File: src/rtl/core/mvb_pkg.sv
// shared types, constants and functions of the mavlink v2 frame builder
`timescale 1ns / 1ps

package mvb_pkg;

    localparam logic [7:0]  MAGIC_V2    = 8'hFD;
    localparam logic [15:0] CRC_SEED    = 16'hFFFF;
    localparam int          EXTRA_COUNT = 100;

    localparam logic ACT_START   = 1'b0;
    localparam logic ACT_PAYLOAD = 1'b1;

    localparam logic REG_SYS_ID  = 1'b0;
    localparam logic REG_COMP_ID = 1'b1;

    typedef struct packed {
        logic [7:0] sys_id;
        logic [7:0] comp_id;
    } cfg_t;

    typedef struct packed {
        logic [7:0] frame_byte;
        logic       end_of_frame;
        logic       stray_byte;
        logic       last_of_run;
    } res_t;

    function automatic logic [15:0] crc_step(input logic [15:0] crc, input logic [7:0] b);
        logic [7:0] t;
        t = b ^ crc[7:0];
        t = t ^ {t[3:0], 4'b0000};
        crc_step = {8'h00, crc[15:8]} ^ {t, 8'h00} ^ {5'b00000, t, 3'b000}
                 ^ {12'h000, t[7:4]};
    endfunction

    function automatic logic [7:0] crc_extra(input logic [23:0] id);
        logic [6:0] idx;
        idx = (id < 24'(EXTRA_COUNT)) ? id[6:0] : 7'd0;
        case (idx)
            7'd0:    crc_extra = 8'd50;
            7'd1:    crc_extra = 8'd124;
            7'd2:    crc_extra = 8'd137;
            7'd4:    crc_extra = 8'd237;
            7'd5:    crc_extra = 8'd217;
            7'd6:    crc_extra = 8'd104;
            7'd7:    crc_extra = 8'd119;
            7'd11:   crc_extra = 8'd89;
            7'd20:   crc_extra = 8'd214;
            7'd21:   crc_extra = 8'd159;
            7'd22:   crc_extra = 8'd220;
            7'd23:   crc_extra = 8'd168;
            7'd24:   crc_extra = 8'd24;
            7'd25:   crc_extra = 8'd23;
            7'd26:   crc_extra = 8'd170;
            7'd27:   crc_extra = 8'd144;
            7'd28:   crc_extra = 8'd67;
            7'd29:   crc_extra = 8'd115;
            7'd30:   crc_extra = 8'd39;
            7'd31:   crc_extra = 8'd246;
            7'd32:   crc_extra = 8'd185;
            7'd33:   crc_extra = 8'd104;
            7'd34:   crc_extra = 8'd237;
            7'd35:   crc_extra = 8'd244;
            7'd36:   crc_extra = 8'd222;
            7'd37:   crc_extra = 8'd212;
            7'd38:   crc_extra = 8'd9;
            7'd39:   crc_extra = 8'd254;
            7'd40:   crc_extra = 8'd230;
            7'd41:   crc_extra = 8'd28;
            7'd42:   crc_extra = 8'd28;
            7'd43:   crc_extra = 8'd132;
            7'd44:   crc_extra = 8'd221;
            7'd45:   crc_extra = 8'd232;
            7'd46:   crc_extra = 8'd11;
            7'd47:   crc_extra = 8'd153;
            7'd48:   crc_extra = 8'd41;
            7'd49:   crc_extra = 8'd39;
            7'd50:   crc_extra = 8'd78;
            7'd54:   crc_extra = 8'd15;
            7'd55:   crc_extra = 8'd3;
            7'd61:   crc_extra = 8'd153;
            7'd62:   crc_extra = 8'd183;
            7'd63:   crc_extra = 8'd35;
            7'd75:   crc_extra = 8'd90;
            7'd76:   crc_extra = 8'd104;
            7'd77:   crc_extra = 8'd85;
            7'd78:   crc_extra = 8'd95;
            7'd79:   crc_extra = 8'd130;
            7'd83:   crc_extra = 8'd8;
            7'd84:   crc_extra = 8'd204;
            7'd85:   crc_extra = 8'd49;
            7'd86:   crc_extra = 8'd170;
            7'd87:   crc_extra = 8'd44;
            7'd88:   crc_extra = 8'd83;
            7'd89:   crc_extra = 8'd46;
            default: crc_extra = 8'd0;
        endcase
    endfunction

endpackage

File: src/rtl/core/mavlink_v2_frame_builder.sv
// top level of the mavlink v2 frame builder: registers, sequencer, output stage
//
// input channel s_*: one item is either a start (tuser 0) carrying payload length
// and message id, or a payload byte (tuser 1). output channel m_*: one frame byte
// per item, tlast on the high checksum byte that closes a frame, tuser flags a
// dropped stray payload byte and the final byte caused by each input item.
// system and component id are written over the apb port; the user must do so only
// while the block is idle, which the block does not enforce. an accepted item passes
// the item and output registers before its first byte shows. the byte sequencer gives
// one output byte per cycle and updates the crc once per byte, so payload bytes not
// closing a frame stream at one item per cycle; a start emits ten bytes (twelve for
// zero length) and a closing payload byte also emits both crc bytes, holding s_tready
// low until the next item is taken with the current one's last byte.
// reset clears the sequence number, crc, open message and both registers.
// when m_tready is low the output register holds its byte and the sequencer waits.
`timescale 1ns / 1ps

module mavlink_v2_frame_builder (
    input  logic        clk,
    input  logic        rst_n,
    // s_tdata: payload_length[7:0], message_id[31:8], payload_byte[39:32]
    input  logic [39:0] s_tdata,
    // s_tuser: action
    input  logic        s_tuser,
    input  logic        s_tvalid,
    output logic        s_tready,
    // m_tdata: frame_byte
    output logic [7:0]  m_tdata,
    // m_tlast: end_of_frame
    output logic        m_tlast,
    // m_tuser: stray_byte[0], last_of_run[1]
    output logic [1:0]  m_tuser,
    output logic        m_tvalid,
    input  logic        m_tready,
    input  logic        psel,
    input  logic        penable,
    input  logic        pwrite,
    input  logic [2:0]  paddr,
    input  logic [31:0] pwdata,
    output logic [31:0] prdata,
    output logic        pready
);
    import mvb_pkg::*;

    cfg_t       cfg;
    res_t       res;
    logic       res_valid;
    logic       take;
    logic       out_valid_reg;
    res_t       out_reg;

    mvb_cfg_regs u_cfg (
        .clk     (clk),
        .rst_n   (rst_n),
        .psel    (psel),
        .penable (penable),
        .pwrite  (pwrite),
        .paddr   (paddr),
        .pwdata  (pwdata),
        .prdata  (prdata),
        .pready  (pready),
        .cfg     (cfg)
    );

    mvb_frame_seq u_seq (
        .clk       (clk),
        .rst_n     (rst_n),
        .cfg       (cfg),
        .in_valid  (s_tvalid),
        .in_ready  (s_tready),
        .in_action (s_tuser),
        .in_length (s_tdata[7:0]),
        .in_id     (s_tdata[31:8]),
        .in_byte   (s_tdata[39:32]),
        .res_valid (res_valid),
        .res       (res),
        .res_take  (take)
    );

    assign take = res_valid && (!out_valid_reg || m_tready);

    always_ff @(posedge clk or negedge rst_n)
    begin
        if (!rst_n)
        begin
            out_valid_reg <= 1'b0;
        end
        else if (take)
        begin
            out_valid_reg <= 1'b1;
        end
        else if (m_tready)
        begin
            out_valid_reg <= 1'b0;
        end
    end

    always_ff @(posedge clk)
    begin
        if (take)
        begin
            out_reg <= res;
        end
    end

    assign m_tvalid = out_valid_reg;
    assign m_tdata  = out_reg.frame_byte;
    assign m_tlast  = out_reg.end_of_frame;
    assign m_tuser  = {out_reg.last_of_run, out_reg.stray_byte};

endmodule

File: src/rtl/core/mvb_cfg_regs.sv
// apb register file holding system id and component id
`timescale 1ns / 1ps

module mvb_cfg_regs (
    input  logic              clk,
    input  logic              rst_n,
    input  logic              psel,
    input  logic              penable,
    input  logic              pwrite,
    input  logic [2:0]        paddr,
    input  logic [31:0]       pwdata,
    output logic [31:0]       prdata,
    output logic              pready,
    output mvb_pkg::cfg_t     cfg
);
    import mvb_pkg::*;

    logic [7:0] sys_id_reg;
    logic [7:0] comp_id_reg;
    logic       wr_en;

    assign pready = 1'b1;
    assign wr_en  = psel && penable && pwrite;

    always_ff @(posedge clk or negedge rst_n)
    begin
        if (!rst_n)
        begin
            sys_id_reg  <= 8'h00;
            comp_id_reg <= 8'h00;
        end
        else if (wr_en)
        begin
            case (paddr[2])
                REG_SYS_ID:  sys_id_reg  <= pwdata[7:0];
                REG_COMP_ID: comp_id_reg <= pwdata[7:0];
                default:     sys_id_reg  <= sys_id_reg;
            endcase
        end
    end

    always_comb
    begin
        case (paddr[2])
            REG_SYS_ID:  prdata = {24'h000000, sys_id_reg};
            REG_COMP_ID: prdata = {24'h000000, comp_id_reg};
            default:     prdata = 32'h00000000;
        endcase
    end

    assign cfg.sys_id  = sys_id_reg;
    assign cfg.comp_id = comp_id_reg;

endmodule

File: src/rtl/core/mvb_frame_seq.sv
// item register and byte sequencer with running crc for one frame
`timescale 1ns / 1ps

module mvb_frame_seq (
    input  logic              clk,
    input  logic              rst_n,
    input  mvb_pkg::cfg_t     cfg,
    input  logic              in_valid,
    output logic              in_ready,
    input  logic              in_action,
    input  logic [7:0]        in_length,
    input  logic [23:0]       in_id,
    input  logic [7:0]        in_byte,
    output logic              res_valid,
    output mvb_pkg::res_t     res,
    input  logic              res_take
);
    import mvb_pkg::*;

    localparam logic [3:0] ST_MAGIC  = 4'd0;
    localparam logic [3:0] ST_LEN    = 4'd1;
    localparam logic [3:0] ST_INCOMP = 4'd2;
    localparam logic [3:0] ST_COMPAT = 4'd3;
    localparam logic [3:0] ST_SEQ    = 4'd4;
    localparam logic [3:0] ST_SYS    = 4'd5;
    localparam logic [3:0] ST_COMP   = 4'd6;
    localparam logic [3:0] ST_ID0    = 4'd7;
    localparam logic [3:0] ST_ID1    = 4'd8;
    localparam logic [3:0] ST_ID2    = 4'd9;
    localparam logic [3:0] ST_CRC_LO = 4'd10;
    localparam logic [3:0] ST_CRC_HI = 4'd11;

    localparam logic [3:0] PL_BYTE   = 4'd0;
    localparam logic [3:0] PL_CRC_LO = 4'd1;
    localparam logic [3:0] PL_CRC_HI = 4'd2;

    logic        item_valid_reg;
    logic        item_action_reg;
    logic [7:0]  item_len_reg;
    logic [23:0] item_id_reg;
    logic [7:0]  item_byte_reg;
    logic [3:0]  step_reg;

    logic [7:0]  seq_num_reg,  seq_num_next;
    logic [15:0] crc_reg,      crc_next;
    logic [7:0]  rem_reg,      rem_next;
    logic        open_reg,     open_next;
    logic [7:0]  extra_reg,    extra_next;

    logic [15:0] fin_crc;
    logic        upd;
    logic        accept;
    logic        adv;

    assign fin_crc   = crc_step(crc_reg, extra_reg);
    assign res_valid = item_valid_reg;
    assign adv       = item_valid_reg && res_take;
    assign in_ready  = !item_valid_reg || (adv && res.last_of_run);
    assign accept    = in_valid && in_ready;

    always_comb
    begin
        res          = '0;
        upd          = 1'b0;
        seq_num_next = seq_num_reg;
        crc_next     = crc_reg;
        rem_next     = rem_reg;
        open_next    = open_reg;
        extra_next   = extra_reg;
        if (item_action_reg == ACT_START)
        begin
            case (step_reg)
                ST_MAGIC:
                begin
                    res.frame_byte = MAGIC_V2;
                    crc_next       = CRC_SEED;
                    extra_next     = crc_extra(item_id_reg);
                    rem_next       = item_len_reg;
                    open_next      = 1'b1;
                end
                ST_LEN:
                begin
                    res.frame_byte = item_len_reg;
                    upd            = 1'b1;
                end
                ST_INCOMP, ST_COMPAT:
                begin
                    upd = 1'b1;
                end
                ST_SEQ:
                begin
                    res.frame_byte = seq_num_reg;
                    seq_num_next   = seq_num_reg + 8'd1;
                    upd            = 1'b1;
                end
                ST_SYS:
                begin
                    res.frame_byte = cfg.sys_id;
                    upd            = 1'b1;
                end
                ST_COMP:
                begin
                    res.frame_byte = cfg.comp_id;
                    upd            = 1'b1;
                end
                ST_ID0:
                begin
                    res.frame_byte = item_id_reg[7:0];
                    upd            = 1'b1;
                end
                ST_ID1:
                begin
                    res.frame_byte = item_id_reg[15:8];
                    upd            = 1'b1;
                end
                ST_ID2:
                begin
                    res.frame_byte  = item_id_reg[23:16];
                    upd             = 1'b1;
                    res.last_of_run = (item_len_reg != 8'd0);
                end
                ST_CRC_LO:
                begin
                    res.frame_byte = fin_crc[7:0];
                    crc_next       = fin_crc;
                end
                ST_CRC_HI:
                begin
                    res.frame_byte   = crc_reg[15:8];
                    res.end_of_frame = 1'b1;
                    res.last_of_run  = 1'b1;
                    crc_next         = CRC_SEED;
                    open_next        = 1'b0;
                    rem_next         = 8'd0;
                end
                default:
                begin
                    res.last_of_run = 1'b1;
                end
            endcase
        end
        else
        begin
            case (step_reg)
                PL_BYTE:
                begin
                    if (!open_reg)
                    begin
                        res.stray_byte  = 1'b1;
                        res.last_of_run = 1'b1;
                    end
                    else
                    begin
                        res.frame_byte  = item_byte_reg;
                        upd             = 1'b1;
                        rem_next        = rem_reg - 8'd1;
                        res.last_of_run = (rem_reg != 8'd1);
                    end
                end
                PL_CRC_LO:
                begin
                    res.frame_byte = fin_crc[7:0];
                    crc_next       = fin_crc;
                end
                PL_CRC_HI:
                begin
                    res.frame_byte   = crc_reg[15:8];
                    res.end_of_frame = 1'b1;
                    res.last_of_run  = 1'b1;
                    crc_next         = CRC_SEED;
                    open_next        = 1'b0;
                    rem_next         = 8'd0;
                end
                default:
                begin
                    res.last_of_run = 1'b1;
                end
            endcase
        end
        if (upd)
        begin
            crc_next = crc_step(crc_reg, res.frame_byte);
        end
    end

    always_ff @(posedge clk or negedge rst_n)
    begin
        if (!rst_n)
        begin
            item_valid_reg <= 1'b0;
            step_reg       <= 4'd0;
            seq_num_reg    <= 8'h00;
            crc_reg        <= CRC_SEED;
            rem_reg        <= 8'h00;
            open_reg       <= 1'b0;
            extra_reg      <= 8'h00;
        end
        else
        begin
            if (adv)
            begin
                seq_num_reg <= seq_num_next;
                crc_reg     <= crc_next;
                rem_reg     <= rem_next;
                open_reg    <= open_next;
                extra_reg   <= extra_next;
            end
            if (accept)
            begin
                item_valid_reg <= 1'b1;
                step_reg       <= 4'd0;
            end
            else if (adv)
            begin
                item_valid_reg <= !res.last_of_run;
                step_reg       <= step_reg + 4'd1;
            end
        end
    end

    always_ff @(posedge clk)
    begin
        if (accept)
        begin
            item_action_reg <= in_action;
            item_len_reg    <= in_length;
            item_id_reg     <= in_id;
            item_byte_reg   <= in_byte;
        end
    end

endmodule
File: config.mk
export PLATFORM = sky130hd
export DESIGN_NAME = mavlink_v2_frame_builder
export DESIGN_NICKNAME = d
export VERILOG_FILES = /design/src/rtl/core/mvb_pkg.sv /design/src/rtl/core/mavlink_v2_frame_builder.sv /design/src/rtl/core/mvb_cfg_regs.sv /design/src/rtl/core/mvb_frame_seq.sv
export SDC_FILE = /design/constraint.sdc
export NUM_CORES = 1
export LEC_CHECK = 0
export ABC_AREA = 1
export BUFFER_PORTS_ARGS = -buffer_cell sky130_fd_sc_hd__buf_2
export CAP_MARGIN = 20
export CORE_MARGIN = 2
export CORE_UTILIZATION = 50
export DETAILED_ROUTE_END_ITERATION = 10
export GPL_TIMING_DRIVEN = 0
export PLACE_DENSITY = 0.85
export SLEW_MARGIN = 20
export SYNTH_ARGS = -nofsm -noshare
export SYNTH_HDL_FRONTEND = slang
export SYNTH_SLANG_ARGS = --single-unit
File: constraint.sdc
create_clock -name clk -period 2.8 [get_ports clk]
set_input_delay 0.14 -clock clk [delete_from_list [all_inputs] [get_ports clk]]
set_output_delay 0.14 -clock clk [all_outputs]
set_load 0.02 [all_outputs]
# Yosys cells after proc, flatten, opt, wreduce, memory -nomap -nowiden
# Memories as Yosys holds them, arrays and structs flattened. A register that Yosys moved wholly into a read port is not among the register bits.
# Index checks and enable logic that the tools add are counted.
[totals] ff_bits=107 latchBits=0 mem_bits_rw=0 romBits=1024 input_bits=83 output_inout_bits=46 memories=1
[mem_list] memory="(no name shown)" words=128 word_bits=8 rd=1 rd_ports_with_merged_regs=1 wr=0 line="mvb_pkg.sv:39" rtl="case (idx)"
[op_classes] add_sub_neg=3 mul=0 n_div=0 order_cmp=1 n_eq_ne=16 shifts=0 mux=34 bitwise_logic=12 reduce_logical=29
[op_table] operator="$pmux W8 S10" n=1
[op_table] operator="$pmux W16 S2" n=2
[op_table] operator="$pmux W32 S2" n=1
[op_table] operator="$mux W16" n=2
[op_table] operator="$pmux W8 S2" n=2
[op_table] operator="$xor A16 B11 Y16" n=2
[op_table] operator="$xor A16 B4 Y16" n=2
[op_table] operator="$xor A8 B16 Y16" n=2
[op_table] operator="$xor A8 B8 Y8" n=4
[op_table] operator="$lt A24 B7 Y1 const B" n=1
[op_table] operator="$mux W8" n=3
[op_table] operator="$pmux W8 S3" n=1
[op_table] operator="$eq A4 B3 Y1 const B" n=4
[op_table] operator="$eq A4 B4 Y1 const B" n=4
[op_table] operator="$mux W1" n=15
[op_table] operator="$reduce_and A3 Y1" n=4
[op_table] operator="$reduce_or A10 Y1" n=1
[op_table] operator="$mux W9" n=1
[op_table] operator="$reduce_or A9 Y1" n=1
[op_table] operator="$add A8 B1 Y8 const B" n=1
[op_table] operator="$eq A4 B2 Y1 const B" n=2
[op_table] operator="$mux W4" n=2
[op_table] operator="$ne A8 B1 Y1 const B" n=1
[op_table] operator="$reduce_bool A8 Y1" n=1
[op_table] operator="19 further kinds" n=35

# Depth between registers and ports, before layout
# Gate-level depths: netlist of run 1.
[depth] ltp_word=13 mapped_depth=20 mapped_depth_nobuf=19

# By module
# From an unflattened synthesis of run 1, not the netlist that was laid out.
[hier_totals] cells_unflattened=1130 area_unflattened_um2=7847.5
[modules_own_cells] mod="mvb_frame_seq" n_inst=1 cells_per_inst=988 area_each_um2=6518.8 seq_area_each_um2=2402.3
[modules_own_cells] mod="mvb_cfg_regs" n_inst=1 cells_per_inst=125 area_each_um2=949.7 seq_area_each_um2=400.4
[modules_own_cells] mod="mavlink_v2_frame_builder" n_inst=1 cells_per_inst=17 area_each_um2=379.1 seq_area_each_um2=355.3

# Least setup slack after synthesis of run 1
# OpenSTA, ideal clock, no wires.
[synth_path] kind="register to register" start="register u_seq.step_reg[0]" end="register u_seq.item_action_reg (enable)" arrival_time_ns=2.711 setup_slack_ns=-0.308 path_stages_with_launch=15 path_cell_list="dfrtp_1 -> inv_1 -> ha_1 -> buf_2 -> inv_1 -> nor2_4 -> nor2_1 -> nand4_1 -> nand2_1 -> a21oi_1 -> a21oi_1 -> nand2_1 -> nand2_1 -> nand2_1 -> inv_1"
[synth_rtl] element="start, declared" line="mvb_frame_seq.sv:42" rtl="logic [3:0] step_reg;"
[synth_rtl] element="start signal, assigned" line="mvb_frame_seq.sv:216" rtl="step_reg <= step_reg + 4'd1;"
[synth_rtl] element="end signal, assigned" line="mvb_frame_seq.sv:225" rtl="item_action_reg <= in_action;"
[synth_rtl] element="end, declared" line="mvb_frame_seq.sv:38" rtl="logic item_action_reg;"

# Worst setup path after layout of run 1
[layout_path] start="register u_seq.item_id_reg[17]" end="register u_seq.extra_reg[5]"
[layout_via] elab_chain_len=2
[layout_lines] element="start, declared" line="mvb_frame_seq.sv:40" rtl="logic [23:0] item_id_reg;"
[layout_lines] element="start signal, assigned" line="mvb_frame_seq.sv:227" rtl="item_id_reg <= in_id;"
[layout_lines] element="$lt A24 B7 Y1" line="mvb_pkg.sv:38" rtl="idx = (id < 24'(EXTRA_COUNT)) ? id[6:0] : 7'd0;"
[layout_lines] element="$mux W7" line="mvb_pkg.sv:38"
[layout_lines] element="end, declared" line="mvb_frame_seq.sv:48" rtl="logic [7:0] extra_reg, extra_next;"
# No other way between the ends.
# A chain may end at the register's enable or synchronous reset.

==> metrics.cfg, run 1 <==
[outcome]
status=finished, final reports clean

[floorplan]
placementRows=46
die_h_um=131.0
die_w_um=131.0
dieArea_sq_um=17160
initial_core_util_pct=50.94
io_pins=129
core-area_sq_um=15830

[power]
p_per_area_nw_per_um2=1068
vdd_drop_max_v=0.0007433
p_int_mw=5.757
switching_share_pct=47.94
clkPwrFrac_pct=20.0
combPwrFrac_pct=52.4
seqPwrFrac_pct=27.6
power_switching_mw=5.301
leakagePower_nw=5.155

[clock_tree]
clk_path_buf_depth=2
cts_root_buffer=clkbuf_16
numCtsBuffers=17
htree_levels=4
clkSlewWorstSetupHoldPaths_ns=0.06
clkSinkCount=115
clk-insertion-delay-late_ns=0.44
cts_tree=yes

[setup_path]
reg2reg_slack_ns=0.07
path_max_fanout=7
required_ns=3.11
critPathKind=reg2reg
worst_r2r_path_depth=14
cp.arrival_ns=3.04
setup.worst_path.start_class=register
rr_endpoint=u_seq.extra_reg[5]
reg2reg_from=u_seq.item_id_reg[17]
end_kind=register

[global_routing]
overflow=0
grt_first_pass_wirelength_um=42730
grt_max_degree=52
groute.usage.overall_pct=33.23
grt_pass1_vias=8033
antenna_found_initial=0

[yosys]
ys_seq_elements=115
syn_area_per_cell_sq_um=7.091
yosysUniqueCellTypes=51
synth-main-ff-cell=edfxtp_1
synth.largest_area_cell=edfxtp_1
synth-edff-count=52
synth_most_common_cell=nand2_1
async_flop_share_pct=54.78
synth.yosys.seq_area_share_pct=39.17
synth_area_leaders=edfxtp_1, nand2_1, dfrtp_1
synth_top_area_share_pct=19.37
yosys-top-cells-count=nand2_1, nand3_1, inv_1
synth_cells=1137
synth_area_sq_um=8063
synth_warnings=0

[detailed_routing]
drt_wl_total_um=27970
num_vias=8776
routed_via_density=5.593
drt_iter0_markers=941
ant_nets=0
drc=0
first_pass_iters=6
routedWlPerCell_um=17.82

[final_layout]
multiInputGateArea_sq_um=4268
fillers=1262
final_nets=1441
largest_reg_flops=24
fin_cells=1569
drive_gt1_share_pct=20.33
seqCellArea_sq_um=3158
area_delta_synth_final_pct=28.37
post-route-util_pct=65.39
antenna_cells=0

[timing]
setup_violations=0
grt_setup_unrepaired=true
post-route-min-period_ns=2.730
fin_worst_skew_ns=0.01365
tightest_slew_ns=0.7509
max_freq_mhz=366.3
layout_setup_ws_ns=0.06985
hold_viol=0
slew_headroom_pct=49.55
maxSlewViolCount=0
setup_tns_ns=0
period_share_pct=97.51

[hold_path]
min_to=u_cfg.comp_id_reg[5]
worstHoldPathType=in2reg
min_path_cells=3
worst_hold_startpoint=pwdata[5]

[placement]
post-place-ws_ns=-0.6609
placed_cells=1453
globalplace.congestion=1.007
hpwl_um=18040
port_buffers=76

[flow_run]
cap_violations=0

worst max-delay path, cell delays in order (launching register included):
cell        delay [ns]
edfxtp_1          0.41
nor2_1            0.13
nand2_1           0.08
nor3_2            0.26
nand2_4           0.12
nor2_4            0.24
clkinvlp_4        0.27
buf_4             0.20
ha_1              0.17
inv_1             0.07
o21ai_0           0.10
a21oi_1           0.26
nand2_1           0.10
nand3_1           0.11
a21oi_1           0.07
logic make-up (layout without fill, tap and decap cells):
| group | after synthesis | in the layout | synth area share [%] |
|---|---|---|---|
| flip-flops | 115 | 115 | 39.17 |
| adder cells (fa/ha/maj) | 18 | 18 | 2.793 |
| AO/OA/AOI/OAI | 129 | 129 | 9.048 |
| other | 2 | 25 | 0.09314 |
| XOR/XNOR | 17 | 17 | 1.847 |
| buffers and inverters | 180 | 373 | 10.57 |
| multiplexers | 1 | 1 | 0.1397 |
| AND/OR/NAND/NOR | 675 | 675 | 36.34 |
routing by layer:
metal,wire length (um),track usage [%],vias to the layer above
met3,2855,6.922,113
met4,1371,17.21,0
met1,10690,42.11,3996
met2,13050,53.79,599
li1,-,-,4068
met5,0,0,-
placed cells by master, fill, tap and decap left out, types with 4 or more instances in the layout:
cell type,synthesis,routed
edfxtp_1,52,52
xnor2_1,4,4
a31oi_1,12,12
nand2_2,9,12
clkinvlp_4,0,12
clkbuf_1,5,7
buf_6,6,6
nand3b_1,4,4
conb_1,2,25
nor2_4,3,8
nand3_1,142,139
ha_1,18,14
o21ai_1,8,7
o21ai_0,49,48
nor2_2,9,8
a21oi_1,43,40
nand2_4,3,5
nor3_1,4,4
o31ai_1,4,4
nand4_1,14,14
inv_2,10,13
inv_1,114,108
dlygate4sd3_1,0,51
buf_4,30,60
dfstp_2,16,16
clkbuf_16,0,18
xor2_1,13,13
dfrtp_1,47,47
nand2_1,397,392
buf_2,10,84
nand3_2,1,4
nor2_1,79,75
power by group through the flow:
stage | combinational [mW] | sequential [mW] | clock [mW]
floorplan | 3.82 | 3.02 | 0
finish | 5.79 | 3.05 | 2.21
CTS | 5.51 | 3.02 | 2.20
global route | 6.40 | 3.10 | 2.27
global placement | 5.15 | 3.04 | 0
detailed placement | 5.23 | 3.05 | 0
how the worst max path moves through the flow:
stage / start / endpoint / slack (ns) / cells after the start
2_1_floorplan: u_seq.step_reg[0] / u_seq.item_action_reg / 0.006 / 14
3_3_place_gp: u_seq.step_reg[0] / u_seq.item_byte_reg[7] / -0.59 / 13
3_5_place_dp: u_seq.step_reg[0] / u_seq.item_byte_reg[6] / -0.66 / 13
4_1_cts: u_seq.step_reg[0] / u_seq.item_byte_reg[3] / 0.0005 / 15
5_1_grt: u_seq.item_id_reg[3] / u_seq.extra_reg[3] / -0.03 / 16
6_report: u_seq.item_id_reg[17] / u_seq.extra_reg[5] / 0.07 / 14
repair_timing:
| item | 4_1_cts | 5_1_grt |
|---|---|---|
| setup buffers | 8 | 22 |
| cloned | 3 | 0 |
| setup endpoints to repair | 52 | 65 |
| gates resized for setup | 12 | 30 |
| hold buffers | 51 | 0 |
| pin swaps | 0 | 8 |
| hold endpoints to repair | 101 | 0 |
through the flow:
step | hold slack, ns | area, sq um | power, mW
after detailed placement | 0.01804 | 8841 | 8.286
after global placement | 0.3162 | 8811 | 8.188
after global routing | 0.07314 | 10350 | 11.77
after CTS | 0.001326 | 10060 | 10.72
final | 0.04117 | 10350 | 11.06
after floorplan | -0.1556 | 8160 | 6.839
area by class of cell:
class	instances	area share [%]
buffer	52	3.542
multi-input combinational	865	41.24
tap	216	2.611
timing repair inverter	3	0.2176
clock inverter	11	1.233
inverter	128	4.848
sequential	115	30.51
clock buffer	21	4.461
timing repair buffer	158	11.34
Note: power is estimated with default switching activity, not from simulation.
==> run 2, diff against run 1 <==
--- a/config.mk
+++ b/config.mk
@@ -9,10 +9,10 @@
 export BUFFER_PORTS_ARGS = -buffer_cell sky130_fd_sc_hd__buf_2
 export CAP_MARGIN = 20
 export CORE_MARGIN = 2
-export CORE_UTILIZATION = 50
+export CORE_UTILIZATION = 52
 export DETAILED_ROUTE_END_ITERATION = 10
 export GPL_TIMING_DRIVEN = 0
-export PLACE_DENSITY = 0.85
+export PLACE_DENSITY = 0.87
 export SLEW_MARGIN = 20
 export SYNTH_ARGS = -nofsm -noshare
 export SYNTH_HDL_FRONTEND = slang
==> metrics.cfg, run 2 (same netlist as run 1, synthesis figures left out) <==
[final_layout]
final_common_cell=nand2_1
multiInputGateArea_sq_um=4255
largest_reg_flops=24
final_cell_mix=nand2_1, nand3_1, inv_1, buf_2, nor2_1
drive_gt1_share_pct=19.31
fillers=1237
seqCellArea_sq_um=3158
area_delta_synth_final_pct=26.33
final_nets=1424

[flow_run]
cap_violations=0

[power]
leakagePower_nw=5.094
p_per_area_nw_per_um2=1102
p_total_mw=11.23
vdd_drop_max_v=0.0005966

[clock_tree]
clk-insertion-delay-late_ns=0.43
clk_path_buf_depth=2
cts_root_buffer=clkbuf_16
clkSinkCount=115
cts_tree=yes
clkSlewWorstSetupHoldPaths_ns=0.06
htree_levels=4
numCtsBuffers=17

[setup_path]
crit_buf_inv=5
path_delay_family=simple AND/OR/NAND/NOR gates
end_kind=register
path_max_fanout=9
crit_chain=inv_1, ha_2, inv_1, nor2_4, inv_1, nand4_1, nand2_1, a21oi_1, a21oi_2, nand2_1, nand2_4, nand2_8, clkinvlp_4, buf_4
required_ns=3.00
slowest_delay_ns=0.42
slowest_stage=dfrtp_1
setup.worst_path.start_class=register
cp.arrival_ns=2.93
critPathKind=reg2reg
crit_top_cell=inv_1

[global_routing]
antenna_found_initial=1
grt_first_pass_wirelength_um=43310
groute.usage.overall_pct=34.19
grt_pass1_vias=8385
overflow=0
grt_max_degree=39

[detailed_routing]
first_pass_iters=7
drt_iter0_markers=1005
drc=0
ant_nets=0
num_vias=8802
routed_via_density=5.772
routedWlPerCell_um=18.28
drt_wl_total_um=27880

[floorplan]
core-area_sq_um=15200
initial_core_util_pct=53.04
dieArea_sq_um=16520
die_w_um=128.5
placementRows=45
die_h_um=128.5
io_pins=129

[placement]
hpwl_um=18070
port_buffers=76
post-place-ws_ns=-0.6089
globalplace.congestion=1.015

[timing]
period_share_pct=97.61
setup_violations=0
grt_setup_unrepaired=true
post-route-min-period_ns=2.733
tightest_slew_ns=0.7211
maxSlewViolCount=0
layout_setup_ws_ns=0.06701
slew_headroom_pct=51.56
hold_viol=0
fin_worst_skew_ns=0.007440
max_freq_mhz=365.9

[outcome]
status=finished, final reports clean

[hold_path]
worstHoldPathType=in2reg

## run 2: cell types whose count changed in the layout (fill, tap and decap cells not counted), sizes merged
cell | previous run | this run
bufinv | 2 | 0
clkinv | 3 | 7
inv | 125 | 129
clkbuf | 26 | 29
clkinvlp | 12 | 7
dlygate4sd3 | 51 | 49
buf | 154 | 135
diode | 0 | 1
## run 2: final cells by class
class                   instances  area share (%)
diodes                          1         0.02457
plain buffers                  52           3.624
clock buffers                  23           5.429
clock inverters                 9          0.7493
inverters                     128           4.840
multi-input cells             865           41.78
flip-flops and latches        115           31.00
well taps                     188           2.309
repair buffers                138           9.802
repair inverters                6          0.4422
## run 2: power breakdown
group / switching, mW / leakage [nW] / internal (mW)
Sequential: 0.501 / 1.23 / 2.56
Combinational: 4.05 / 3.55 / 1.83
Clock: 0.873 / 0.312 / 1.41
Total: 5.42 / 5.09 / 5.80
## run 2: what timing repair did
item                       4_1_cts  5_1_grt
gates resized for setup         17       24
pin swaps                        0        5
hold buffers                    49        0
setup endpoints to repair       52       60
gates cloned                     6        0
hold endpoints to repair        98        0
buffers inserted                 4        8
## run 2: worst reg2reg max path, delay by kind of cell (launching register included)
kind,cells,cell delay (ns)
compound gates,2,0.23
flops,1,0.42
simple gates,6,0.85
buf+inv,5,0.73
fa+ha+maj,1,0.28
## run 2: routing by layer
metal	up-vias	GRT usage, %	part of all wire [%]
met5	-	0	0
met4	0	17.71	5.5
met3	137	7.817	10
met2	626	56.82	47
met1	4004	41.84	37
li1	4035	-	-
## run 2: stage by stage
stage	TNS (ns)	util [%]	instances	hold WS (ns)	area, sq um
after floorplan	0	-	1160	-0.1556	8160
after global placement	-23.81	57.73	1424	0.3166	8776
after detailed placement	-27.17	57.88	1425	0.07511	8798
after CTS	0	66.09	1516	0.007822	10050
after global routing	-0.01186	67.00	1525	0.04656	10190
final	0	67.00	1525	0.04768	10190
## run 2: final timing paths
path	startpoint	to	slack (ns)	cells past startpoint
max in group asynchronous	rst_n	u_seq.crc_reg[7]	2.02	3
min reg2reg	u_seq.crc_reg[8]	u_seq.crc_reg[8]	0.50	2
max reg2reg	u_seq.step_reg[0]	u_seq.item_id_reg[12]	0.07	14
min	pwdata[6]	u_cfg.sys_id_reg[6]	0.05	3
min in group asynchronous	rst_n	u_cfg.comp_id_reg[1]	0.16	2
max	u_seq.step_reg[0]	u_seq.item_id_reg[12]	0.07	14
